===== src/hw/rtl/tdp_pkg.sv =====
`timescale 1ns / 1ps
// Shared widths for the trial-division prime test.
package tdp_pkg;

  localparam int NUMBER_WIDTH = 32;
  localparam int CNT_W        = $clog2(NUMBER_WIDTH + 1);

  typedef logic [NUMBER_WIDTH-1:0] num_t;
  typedef logic [CNT_W-1:0]        cnt_t;

endpackage


===== src/hw/rtl/tdp_divider.sv =====
`timescale 1ns / 1ps
// Restoring divider that yields one quotient bit per cycle.
module tdp_divider
  import tdp_pkg::*;
(
  input  logic clk,
  input  logic rst_n,
  input  logic start,
  input  num_t dividend,
  input  num_t divisor,
  output logic done,
  output num_t quotient,
  output num_t remainder
);

  num_t quo_r, quo_nxt;
  num_t rem_r, rem_nxt;
  num_t div_r;
  cnt_t cnt_r, cnt_nxt;
  logic busy_r, busy_nxt;
  logic done_r, done_nxt;

  logic [NUMBER_WIDTH:0] shifted;
  logic [NUMBER_WIDTH:0] diff;

  always_comb begin
    shifted  = {rem_r, quo_r[NUMBER_WIDTH-1]};
    diff     = shifted - {1'b0, div_r};
    quo_nxt  = quo_r;
    rem_nxt  = rem_r;
    cnt_nxt  = cnt_r;
    busy_nxt = busy_r;
    done_nxt = 1'b0;
    if (start) begin
      quo_nxt  = dividend;
      rem_nxt  = '0;
      cnt_nxt  = CNT_W'(NUMBER_WIDTH);
      busy_nxt = 1'b1;
    end else if (busy_r) begin
      // A clear top bit of the difference means the divisor fits.
      if (!diff[NUMBER_WIDTH]) begin
        rem_nxt = diff[NUMBER_WIDTH-1:0];
        quo_nxt = {quo_r[NUMBER_WIDTH-2:0], 1'b1};
      end else begin
        rem_nxt = shifted[NUMBER_WIDTH-1:0];
        quo_nxt = {quo_r[NUMBER_WIDTH-2:0], 1'b0};
      end
      cnt_nxt = cnt_r - CNT_W'(1);
      if (cnt_r == CNT_W'(1)) begin
        busy_nxt = 1'b0;
        done_nxt = 1'b1;
      end
    end
  end

  always_ff @(posedge clk) begin
    if (!rst_n) begin
      busy_r <= 1'b0;
      done_r <= 1'b0;
      cnt_r  <= '0;
    end else begin
      busy_r <= busy_nxt;
      done_r <= done_nxt;
      cnt_r  <= cnt_nxt;
    end
  end

  always_ff @(posedge clk) begin
    quo_r <= quo_nxt;
    rem_r <= rem_nxt;
    if (start) begin
      div_r <= divisor;
    end
  end

  assign done      = done_r;
  assign quotient  = quo_r;
  assign remainder = rem_r;

endmodule


===== config.mk =====
export PLATFORM = sky130hd
export DESIGN_NAME = tdp_divider
export DESIGN_NICKNAME = d
export VERILOG_FILES = /design/src/hw/rtl/tdp_pkg.sv /design/src/hw/rtl/tdp_divider.sv
export SDC_FILE = /design/constraint.sdc
export NUM_CORES = 1
export LEC_CHECK = 0
export BUFFER_PORTS_ARGS = -buffer_cell sky130_fd_sc_hd__buf_2
export CELL_PAD_IN_SITES_DETAIL_PLACEMENT = 0
export CELL_PAD_IN_SITES_GLOBAL_PLACEMENT = 1
export CORE_ASPECT_RATIO = 1.5
export CORE_MARGIN = 2
export CORE_UTILIZATION = 37
export CTS_CLUSTER_DIAMETER = 50
export DETAILED_ROUTE_END_ITERATION = 12
export PLACE_DENSITY_LB_ADDON = 0.1
export SLEW_MARGIN = 25
export SYNTH_ARGS = -nofsm -noshare
export SYNTH_HDL_FRONTEND = slang
export SYNTH_SLANG_ARGS = --single-unit
export TNS_END_PERCENT = 100

===== constraint.sdc =====
create_clock -name clk -period 8 [get_ports clk]
set_clock_uncertainty 0.2 [all_clocks]
set_input_delay 0.4 -clock clk [delete_from_list [all_inputs] [get_ports clk]]
set_output_delay 0.4 -clock clk [all_outputs]
set_load 0.01 [all_outputs]

==> results list, run 1 <==
* Commonest cells post-synth: sky130_fd_sc_hd__edfxtp_1, sky130_fd_sc_hd__nor2_1, sky130_fd_sc_hd__dfxtp_1, sky130_fd_sc_hd__nand2_1, sky130_fd_sc_hd__inv_1
- Finished Layout Cells: 901
- Timing would allow up to 294 MHz.
- After clock tree synthesis, the repair step resized 0 gates.
- Number of buffers added to fix hold violations after cts: 0
- For this design the ratio of total power to cell area is 204 nW/um^2.
- The layer flagged by global routing as most heavily used is met2.
* GR Layer Usage met1: 19.2%
* WP data required: 8060 ps
* Distinct cell type count of the synthesized netlist: 57
* Proportion of synthesized chip area in sequential cells: 45.8%
- For this run, the number of Yosys warnings is 0.
* Met3 track demand over resource in global routing: 3.27%
* Core region area: 15,700 sq um
- STA classifies the critical path endpoint as a flop.
- Each instance of the synthesized netlist takes up on average 10.4 sq um.
* Worst ir drop on vdd: 0.0000839 V
* PnR Total Power: 0.00144 W
* Share of the synthesized area in the top cell type: 32.4%
* Max H-tree Level: 3
- Mapped Area: 5940 sq um
* Clk slew on worst S/H paths: 80 ps
* Count of flip-flops with a built-in enable after synthesis: 64
- Yosys attributes the largest share of cell area to sky130_fd_sc_hd__edfxtp_1, sky130_fd_sc_hd__dfxtp_1, sky130_fd_sc_hd__ha_1.
- Antenna-violating nets left: 0
* Full die area: 17,100 sq um
- Startpoint-to-endpoint class of the critical path: reg -> reg
* Sum of negative setup slack: 0 ps
* Relative contribution of the clock network to total power: 31.7%
- The path class of the tightest hold or removal check is in -> reg.
- Counting the buffers created by CTS gives 9.
- Number of nets in the synthesized netlist: 675
- Post-detailed-routing wire length: 14.3 mm
- Measured on the finished design, the core utilization comes to 44.9%.
* Clock tree from TritonCTS: done
- Fillcell total: 1,587
- The initial utilization of the core area, before any placement, comes to 37.8%.
* Clock latency on the worst-skew pair: 340 ps
* Final-report setup violation count: 0
- Of all flip-flops after synthesis, the portion carrying an async set or reset was 0%.
- Setup Fix Bufs, Post-CTS: 0
- The area growth from synthesis to layout is 18.8%.
- The share of total power dissipated in combinational logic is 23.2%.
- The internal power of the cells totals 0.00101 W.
- Multi-input gate area: 2930 sq um
- For this run the aggregate overflow at the end of global routing stands at 0.
- Across the whole layout, storage elements account for 2720 sq um.
- The first global-routing pass estimated 23.5 mm of wire.
- Standard-cell row count: 56
- The net count of the finished layout is 795.
* TritonCTS Sinks: 104
- Total global-route track usage: 17.1%
* Met2 GRT Util: 31.6%
- Buffers placed on the I/O ports in this run total 131.
* Per-cell routed wire length: 15.9 microns
- The routed design could run at a clock period as short as 3400 ps.
- Leakage power: 3.02 nW
- Slew @ Worst Pin: 772 ps
- Register bit total from synthesis: 104
- For this run, the leading register cell type out of synthesis is sky130_fd_sc_hd__edfxtp_1.
* Register share of total power: 45.1%
* Max-cap check violation count: 0
* Top-Level Pins: 132
- Crit path arrival time: 3460 ps
* Number of DRC violations after detailed routing: 0
- Width of the chip: 107 microns
* Maximum number of pins on one net before global-route repair: 62
- First-pass DRT Iterations: 4
- The first routing iteration left 162 violations.
- Avg Vias per Cell: 5.18
- Ratio of cells with drive above 1 in the final layout: 27.5%
* Net switching power: 0.000428 W
- Most instantiated library cell after synthesis: sky130_fd_sc_hd__edfxtp_1
* Run status: completed
- The final hold violation count is 0.
* Number of global-route vias before repair: 4,779
* Number of instances in the synthesized netlist: 573
- Setup repair after global routing left no endpoint under its margin.
* Number of antenna violations at the first check in global routing: 0
- Worst-path maximum fanout: 33
* Fin crit share: 42.5%
* Die extent in y: 159 microns
- Routed vias: 4,667
- Once detailed placement completed, the half-perimeter wirelength came to 10.6 mm.
* Root buffer cell: sky130_fd_sc_hd__clkbuf_16
- Critical path launch point type: flop
* Antenna cells: 0
- Cell count after placement: 885
* Switching share of power: 29.7%
- sky130_fd_sc_hd__edfxtp_1 takes more of the synthesized area than any other cell.
- The congestion estimate from routability-driven global placement came to 0.881.
- On the final layout, the worst hold slack is 23.6 ps.
* Max transition margin: 48.5%
- The total count of max-transition violations in the final report is 0.
- Longest Clk Path Bufs: 2
power by group through the flow:
stage          Sequential (W)  Clock (W)  Combinational (W)
2_1_floorplan        0.000671          0           0.000223
3_3_place_gp         0.000662          0           0.000335
3_5_place_dp         0.000663          0           0.000336
4_1_cts              0.000651   0.000475           0.000338
5_1_grt              0.000657   0.000492           0.000374
6_report             0.000650   0.000456           0.000334
per-layer routing:
metal  part of all wire [%]  up-vias
met5                      0        -
met4                    2.2        0
met3                    4.6       20
met2                     53      125
met1                     40     2186
li1                       -     2336
critical path: stages, from the launching register on:
cell and delay (ps):
sky130_fd_sc_hd__edfxtp_1 360, sky130_fd_sc_hd__inv_1 50, sky130_fd_sc_hd__ha_1 210, sky130_fd_sc_hd__fa_1 410, sky130_fd_sc_hd__nor2b_1 160, sky130_fd_sc_hd__o2111ai_1 190, sky130_fd_sc_hd__a31oi_1 240, sky130_fd_sc_hd__o21ba_2 200
sky130_fd_sc_hd__o221ai_4 150, sky130_fd_sc_hd__xnor2_4 180, sky130_fd_sc_hd__buf_4 460, sky130_fd_sc_hd__and3_1 230, sky130_fd_sc_hd__a21oi_1 40, sky130_fd_sc_hd__a211oi_1 220
layout make-up:
cell class | count | share of cell area, %
clock buffer | 9 | 3.19
clock inverter | 7 | 1.14
inverter | 41 | 2.20
multi-input combinational | 402 | 41.5
sequential | 104 | 38.6
tap | 203 | 3.60
timing repair buffer | 135 | 9.76
state kept, by name (all words and copies together) (netlist names):
signal	count
done	1
cnt_r	6
div_r	32
quotient	32
busy_r	1
remainder	32
cells by family (layout without fill, tap and decap cells):
kind of cell             after synthesis  in the layout  synth area share (%)
multiplexers                          49             49                  8.91
XOR/XNOR                              32             32                  5.04
adder cells (fa/ha/maj)               35             35                  7.50
buffers and inverters                 67            192                  4.87
flip-flops                           104            104                  45.8
AND/OR/NAND/NOR                      142            142                  11.0
AO/OA/AOI/OAI                        144            144                  16.8
placed cells by master, fill, tap and decap left out, drive strengths merged, types with 4 or more instances in the layout:
master,n
a21o,12
nor2,51
and3,6
mux2,31
a31oi,8
nand3,11
nor3,7
dfxtp,40
clkinv,4
edfxtp,64
o21a,8
nor2b,6
xnor2,22
a211oi,27
mux2i,18
clkbuf,9
a311oi,5
nand2,40
or3,4
inv,41
nand4,5
ha,34
o22ai,4
o21ai,22
a21oi,33
xor2,10
buf,135
through the flow:
stage	instance area, sq um	setup slack, ps
6_report	7050	4600
5_1_grt	7050	4290
4_1_cts	7050	4530
3_5_place_dp	6750	4550
3_3_place_gp	6750	4630
2_1_floorplan	5940	4960
final timing paths:
kind / from / end / slack [ps] / cells past startpoint
hold / removal: divisor[10] / div_r[10] / 20 / 1
hold reg to reg: cnt_r[1] / cnt_r[1] / 300 / 2
setup reg to reg: quotient[31] / remainder[5] / 4600 / 13
setup / recovery: quotient[31] / remainder[5] / 4600 / 13
Power figures use the tool's default switching activity.
==> run 2: changes to the inputs <==
==> constraint.sdc (replaced) <==
create_clock -name clk -period 2.9 [get_ports clk]
set_clock_uncertainty 0.2 [all_clocks]
set_input_delay 0.145 -clock clk [delete_from_list [all_inputs] [get_ports clk]]
set_output_delay 0.145 -clock clk [all_outputs]
set_load 0.01 [all_outputs]
==> run 2 against run 1 <==
Net effect:
- the flow now finishes with violations (setup timing)
- fmax grew 10%
- final cell count grew 18%
- power grew to 3.0 times the previous value
- clock-buffer cell count grew 1
- die area is the same
- worst hold slack gained 89 ps
- setup slack lost 4800 ps
- flip-flop and latch count is the same
- largest power group unchanged
==> results list, run 2 (synthesized netlist as in run 1, its figures left out) <==
- Routed metal-1 wirelength: 6.52 mm
- WP data required: 2970 ps
- First-pass GRT wire length: 27.0 mm
* Slack of the worst reg-to-reg path: -190 ps
* Worst ir drop on vdd: 0.000406 V
* Failing checks: setup timing
* Clock tree from TritonCTS: done
* Clock latency on the worst-skew pair: 360 ps
- Relative to the synthesized area, the layout overhead comes to 47.7%.
- Detailed routing placed a total of 9.04 mm of wire on met2.
- The worst setup path is captured at a flop.
* PnR Total Power: 0.00436 W
* Final-report setup violation count: 32
* Fin crit share: 106%
- For this configuration, the core starts out at a cell density of 37.8%.
* Worst-path maximum fanout: 5
- The pre-antenna-repair detailed-routing pass consisted of 4 iterations.
- The cell sitting at the root of the clock tree is a sky130_fd_sc_hd__clkbuf_16.
- Seq. cell area: 2720 sq um
- Worst slack at placement: -241 ps
* Total global-route track usage: 19.8%
- Antenna-violating nets left: 0
- Top layer in use: met4
- Slew @ Worst Pin: 613 ps
- The die covers 17,100 sq um.
- Iteration-0 DRC count of the detailed router: 181
- Data arrives at the worst endpoint at 3160 ps.
- Max Fclk: 324 MHz
- Worst hold margin: 113 ps
* Die extent in y: 159 microns
- Headroom to the max-slew limit came out at 59.1%.
- Hpwl dp: 11.6 mm
* Total CTS buffers: 9
- Final design utilization: 55.9%
- The initial antenna violation count came to 0.
- The core region is 15,700 sq um.
- Final Hold Viols: 0
- Ratio of cells with drive above 1 in the final layout: 36.7%
* Width of the chip: 107 microns
- Max H-tree Level: 3
* Final setup margin: -188 ps
- Max-cap check violation count: 0
- Cell count after placement: 973
- Gp weighted congestion: 0.841
* Count of final max-slew check failures: 0
* Most frequent cells in the layout: sky130_fd_sc_hd__buf_2, sky130_fd_sc_hd__buf_4, sky130_fd_sc_hd__dlygate4sd3_1
* Per-cell routed wire length: 15.6 microns
* Final net count: 960
- Excluding fillers, the count of instances in the completed layout stands at 1,066.
- Multi-input gate area: 3120 sq um
- Setup repair after global routing could not meet its margin everywhere.
- Row generation in the floorplan step produced 56 rows.
* Post-detailed-routing wire length: 16.6 mm
- Clk slew on worst S/H paths: 80 ps
* Most common library cell in the layout ignoring fill and taps: sky130_fd_sc_hd__buf_2
* Startpoint-to-endpoint class of the critical path: reg -> reg
* Avg Vias per Cell: 5.01
* TritonCTS Sinks: 104
* Top-Level Pins: 132
* Critical path launch point type: flop
- Routed vias: 5,343
- Summed over all cells, the static leakage comes to 3.85 nW.
- Run status: finished, violations left
- The longest clock path from root to sink contains 2 buffers.
- In this run the worst hold path is classified as in -> reg.
* Number of global-route vias before repair: 5,592
- Maximum number of pins on one net before global-route repair: 98
- In the routed design, unresolved DRC markers number 0.
- Power density of the placed cells: 497 nW/um^2
- Summed over all layers, the global routing overflow is 0.
- I/O Buffers: 131
- Final worst path period need: 3090 ps
* Antenna cells: 0
- The layout has 1,438 filler cells.
* Total met3 wirelength after detailed routing: 726 microns
[run 2: layout make-up]
| type | instances | area share (%) |
|---|---|---|
| Sequential cell | 104 | 31.1 |
| Clock buffer | 10 | 2.61 |
| Inverter | 41 | 1.77 |
| Tap cell | 203 | 2.90 |
| Multi-Input combinational cell | 402 | 35.6 |
| Timing Repair Buffer | 300 | 25.2 |
| Clock inverter | 6 | 0.885 |
[run 2: report_power, final]
part	internal [W]	switching (W)	leakage [nW]
sequential	0.00171	0.0000668	0.965
clock	0.000686	0.000604	0.147
combinational	0.000649	0.000644	2.74
total	0.00305	0.00131	3.85
[run 2: metal layers]
layer,track usage [%],vias to the layer above
met5,0,-
met4,6.29,0
met3,4.09,21
met2,37.5,123
met1,21.5,2529
li1,-,2670
[run 2: final timing paths]
| check | startpoint | end | depth (start not counted) |
|---|---|---|---|
| max | div_r[0] | remainder[28] | 12 |
| min reg2reg | cnt_r[1] | cnt_r[1] | 2 |
| min | start | cnt_r[5] | 3 |
| max reg2reg | div_r[0] | remainder[28] | 12 |
[run 2: repair_timing]
action                                  in CTS  in global routing
endpoints found under the setup margin      33                 33
setup buffers                                3                  7
pin swaps                                   13                 16
hold buffers                                65                  0
gates cloned                                 2                  0
resized for setup                           28                 18
endpoints found under the hold margin       72                  0
[run 2: through the flow]
stage,setup TNS (ps),area [sq um]
5_1_grt,-7350,8770
2_1_floorplan,-329,5960
4_1_cts,-3380,8610
3_3_place_gp,-3060,7480
3_5_place_dp,-4450,7480
6_report,-3410,8770
[run 2: worst max-delay path, stage by stage, from the launching register on]
cell and delay (ps):
sky130_fd_sc_hd__edfxtp_1 420, sky130_fd_sc_hd__ha_4 190, sky130_fd_sc_hd__fa_2 370, sky130_fd_sc_hd__nor2b_4 160, sky130_fd_sc_hd__o2111ai_4 160, sky130_fd_sc_hd__a31oi_4 250, sky130_fd_sc_hd__o21ba_4 190, sky130_fd_sc_hd__o221ai_4 140
sky130_fd_sc_hd__xnor2_4 280, sky130_fd_sc_hd__buf_6 190, sky130_fd_sc_hd__buf_16 130, sky130_fd_sc_hd__mux2i_1 70, sky130_fd_sc_hd__a211oi_1 270
==> run 3: changes to the inputs <==
--- a/config.mk
+++ b/config.mk
@@ -5,12 +5,13 @@
 export SDC_FILE = /design/constraint.sdc
 export NUM_CORES = 1
 export LEC_CHECK = 0
+export ABC_AREA = 1
 export BUFFER_PORTS_ARGS = -buffer_cell sky130_fd_sc_hd__buf_2
 export CELL_PAD_IN_SITES_DETAIL_PLACEMENT = 0
 export CELL_PAD_IN_SITES_GLOBAL_PLACEMENT = 1
 export CORE_ASPECT_RATIO = 1.5
 export CORE_MARGIN = 2
-export CORE_UTILIZATION = 37
+export CORE_UTILIZATION = 36
 export CTS_CLUSTER_DIAMETER = 50
 export DETAILED_ROUTE_END_ITERATION = 12
 export PLACE_DENSITY_LB_ADDON = 0.1
==> run 3 against run 2 <==
Net effect:
- the run now ends clean
- largest power group unchanged
- largest cell class unchanged
- highest routed layer unchanged
- via count is 22% higher
- critical path type unchanged
- global-route usage is 0.36 points lower
- sequential power down 3%
==> results list, run 3 <==
* Post-synthesis async set-or-reset flop share: 0%
- The sequential cells in the finished layout cover a total of 2720 sq um.
- The number of clock buffers added by TritonCTS is 9.
- Endpoint type of the worst setup path: flop
* Worst hold margin: 159 ps
- TritonCTS built the clock tree.
- Crit-path max cell delay: 410 ps
* Proportion of synthesized chip area in sequential cells: 38.9%
* Longest Clk Path Bufs: 2
* Leakage power: 4.98 nW
- The die covers 20,600 sq um.
- In the routed design, unresolved DRC markers number 0.
- Final worst path period need: 2650 ps
- Most frequent cells in the layout: sky130_fd_sc_hd__nand2_1, sky130_fd_sc_hd__inv_1, sky130_fd_sc_hd__buf_2
* Number of instances in the synthesized netlist: 1,040
- The number of nets in the synthesized netlist is 1,142.
* Sum of negative setup slack: 0 ps
- The signal on the critical path passes through inv_1, ha_1, fa_1, inv_1, nand2_1, nand2_1, nand3_1, nand2_2, nand2_1, nand2_2, nand2_4, nand2_4, nand2_1, nand2_4, clkbuf_16, o21ai_1.
- Data on the critical path is required at its endpoint by 2810 ps.
* Layout area overhead: 27.7%
- Die extent in y: 175 microns
- Setup repair after global routing left no endpoint under its margin.
* Gp weighted congestion: 0.864
- Antenna-violating nets left: 0
- The slowest stage of the critical path is the sky130_fd_sc_hd__fa_1 cell.
- Fillcell total: 2,091
* Worst-path maximum fanout: 12
* Number of antenna violations at the first check in global routing: 0
- The first global-routing pass estimated 31.8 mm of wire.
* Max transition margin: 63.7%
- Avg Vias per Cell: 4.36
* Share of the synthesized area in the top cell type: 27.5%
- The most numerous cell type found on the critical path is sky130_fd_sc_hd__nand2_1.
- Most instantiated library cell after synthesis: sky130_fd_sc_hd__nand2_1
- In the post-synthesis netlist, the biggest area contributors are sky130_fd_sc_hd__edfxtp_1, sky130_fd_sc_hd__nand2_1, sky130_fd_sc_hd__dfxtp_1.
- Final design utilization: 46.8%
* Synthesis Warnings: 0
- I/O Buffers: 131
- Sorting the synthesized cells by how often they occur yields sky130_fd_sc_hd__nand2_1, sky130_fd_sc_hd__inv_1, sky130_fd_sc_hd__edfxtp_1.
- Initial core utilization: 36.7%
- Per-cell routed wire length: 13.0 microns
* Number of global-route vias before repair: 6,410
* Clk slew on worst S/H paths: 70 ps
- The critical path is of the reg -> reg type.
- Mapped Area: 7000 sq um
- Among all flip-flop cells after synthesis, the most frequent one is sky130_fd_sc_hd__edfxtp_1.
- The clock reaches the later pin of the worst-skew pair after 360 ps.
* Count of buffer and inverter cells on the critical path: 3
- Core region area: 19,100 sq um
- The worst-case IR drop observed on VDD is 0.000356 V.
- The flow ran to the end, and the final reports show no timing, DRC or antenna violations.
* Antenna cells: 0
- Yosys top cell by area: sky130_fd_sc_hd__edfxtp_1
- The floorplan has 62 rows.
- Global routing used 19.4% of the available tracks.
- Iteration-0 DRC count of the detailed router: 293
- Crit path arrival time: 2560 ps
- Summing all multi-input logic gate instances after layout gives 3360 sq um.
- Hpwl dp: 14.7 mm
* Max H-tree Level: 3
* Most common library cell in the layout ignoring fill and taps: sky130_fd_sc_hd__nand2_1
* Top-Level Pins: 132
* Final Hold Viols: 0
* Slew @ Worst Pin: 544 ps
- Family of cells with the greatest summed delay on the critical path: simple AND/OR/NAND/NOR gates
- In this run the mean area of a mapped cell was 6.73 sq um.
- Maximum number of pins on one net before global-route repair: 46
* Power density of the placed cells: 384 nW/um^2
- The first detailed-routing pass took 5 iterations.
- Global route total overflow: 0
- Path type of the worst min-delay path: in -> reg
* Max Fclk: 378 MHz
* Post-detailed-routing wire length: 19.5 mm
* Final-report setup violation count: 0
* Width of the chip: 118 microns
- Root buffer cell: sky130_fd_sc_hd__clkbuf_16
* Count of flip-flops with a built-in enable after synthesis: 64
- Ratio of cells with drive above 1 in the final layout: 16.0%
- Count of final max-slew check failures: 0
* Final net count: 1,340
* Distinct cell type count of the synthesized netlist: 38
- Critical path launch point type: flop
- Max-cap check violation count: 0
- The clock drives 104 sinks.
- After synthesis the netlist holds a flip-flop and latch count of 104.
- In the finished design, the share of the clock period the worst path needs comes to 91.3%.
- Routed vias: 6,536
[run 3: changes by cell type in the layout (fill, tap and decap cells not counted), sizes merged, moves of 8 or more]
cell / previous run / this run
a211oi: 27 / 2
a21o: 12 / 1
a21oi: 33 / 18
buf: 235 / 140
inv: 41 / 216
mux2: 31 / 0
mux2i: 18 / 0
nand2: 40 / 482
nand3: 11 / 58
o21a: 8 / 0
o21ai: 22 / 6
xnor2: 22 / 13
[run 3: routing by layer]
| layer | GRT usage (%) | part of all wire, % | vias up |
|---|---|---|---|
| met2 | 36.6 | 53 | 118 |
| met4 | 5.82 | 1.4 | 0 |
| met3 | 3.66 | 3.6 | 17 |
| li1 | - | - | 3519 |
| met1 | 22.1 | 42 | 2882 |
| met5 | 0 | 0 | - |
[run 3: cell type report]
cell class	instances	share of cell area [%]
repair buffers	207	16.3
flip-flops and latches	104	30.5
clock inverters	6	0.490
multi-input cells	701	37.6
clock buffers	10	2.56
inverters	215	9.03
well taps	256	3.58
[run 3: what timing repair did]
item                                   in CTS  in global routing
setup endpoints to repair                   0                 25
setup buffers                               0                  0
endpoints found under the hold margin      66                  0
hold buffers                               65                  0
resized for setup                           0                  3
[run 3: cell families after synthesis]
family / share of synthesized area, %
AND/OR/NAND/NOR: 37.2
buffers and inverters: 13.2
flip-flops: 38.9
adder cells (fa/ha/maj): 6.37
AO/OA/AOI/OAI: 2.29
XOR/XNOR: 2.00
[run 3: path summary, 6_finish.rpt]
path,endpoint,slack [ps],start,cells past startpoint
max,quotient[0],250,quotient[31],16
min,div_r[0],160,start,2
max reg2reg,quotient[0],250,quotient[31],16
min reg2reg,remainder[18],290,remainder[18],2
[run 3: per-stage QoR]
| step | area [sq um] | total power (W) | worst slack [ps] | std cells |
|---|---|---|---|---|
| 5_1_grt | 8940 | 0.00362 | 23.4 | 1499 |
| 3_3_place_gp | 7950 | 0.00224 | 342 | 1416 |
| 6_report | 8940 | 0.00343 | 252 | 1499 |
| 4_1_cts | 8870 | 0.00349 | 228 | 1497 |
| 3_5_place_dp | 7950 | 0.00224 | 243 | 1416 |
| 2_1_floorplan | 7000 | 0.00204 | 373 | 1040 |
[run 3: where the power goes]
part	total, W	switching (W)	leakage [nW]	internal (W)
Clock	0.00117	0.000576	0.139	0.000590
Sequential	0.00172	0.0000438	0.965	0.00168
Combinational	0.000549	0.000319	3.87	0.000231
Total	0.00343	0.000939	4.98	0.00250
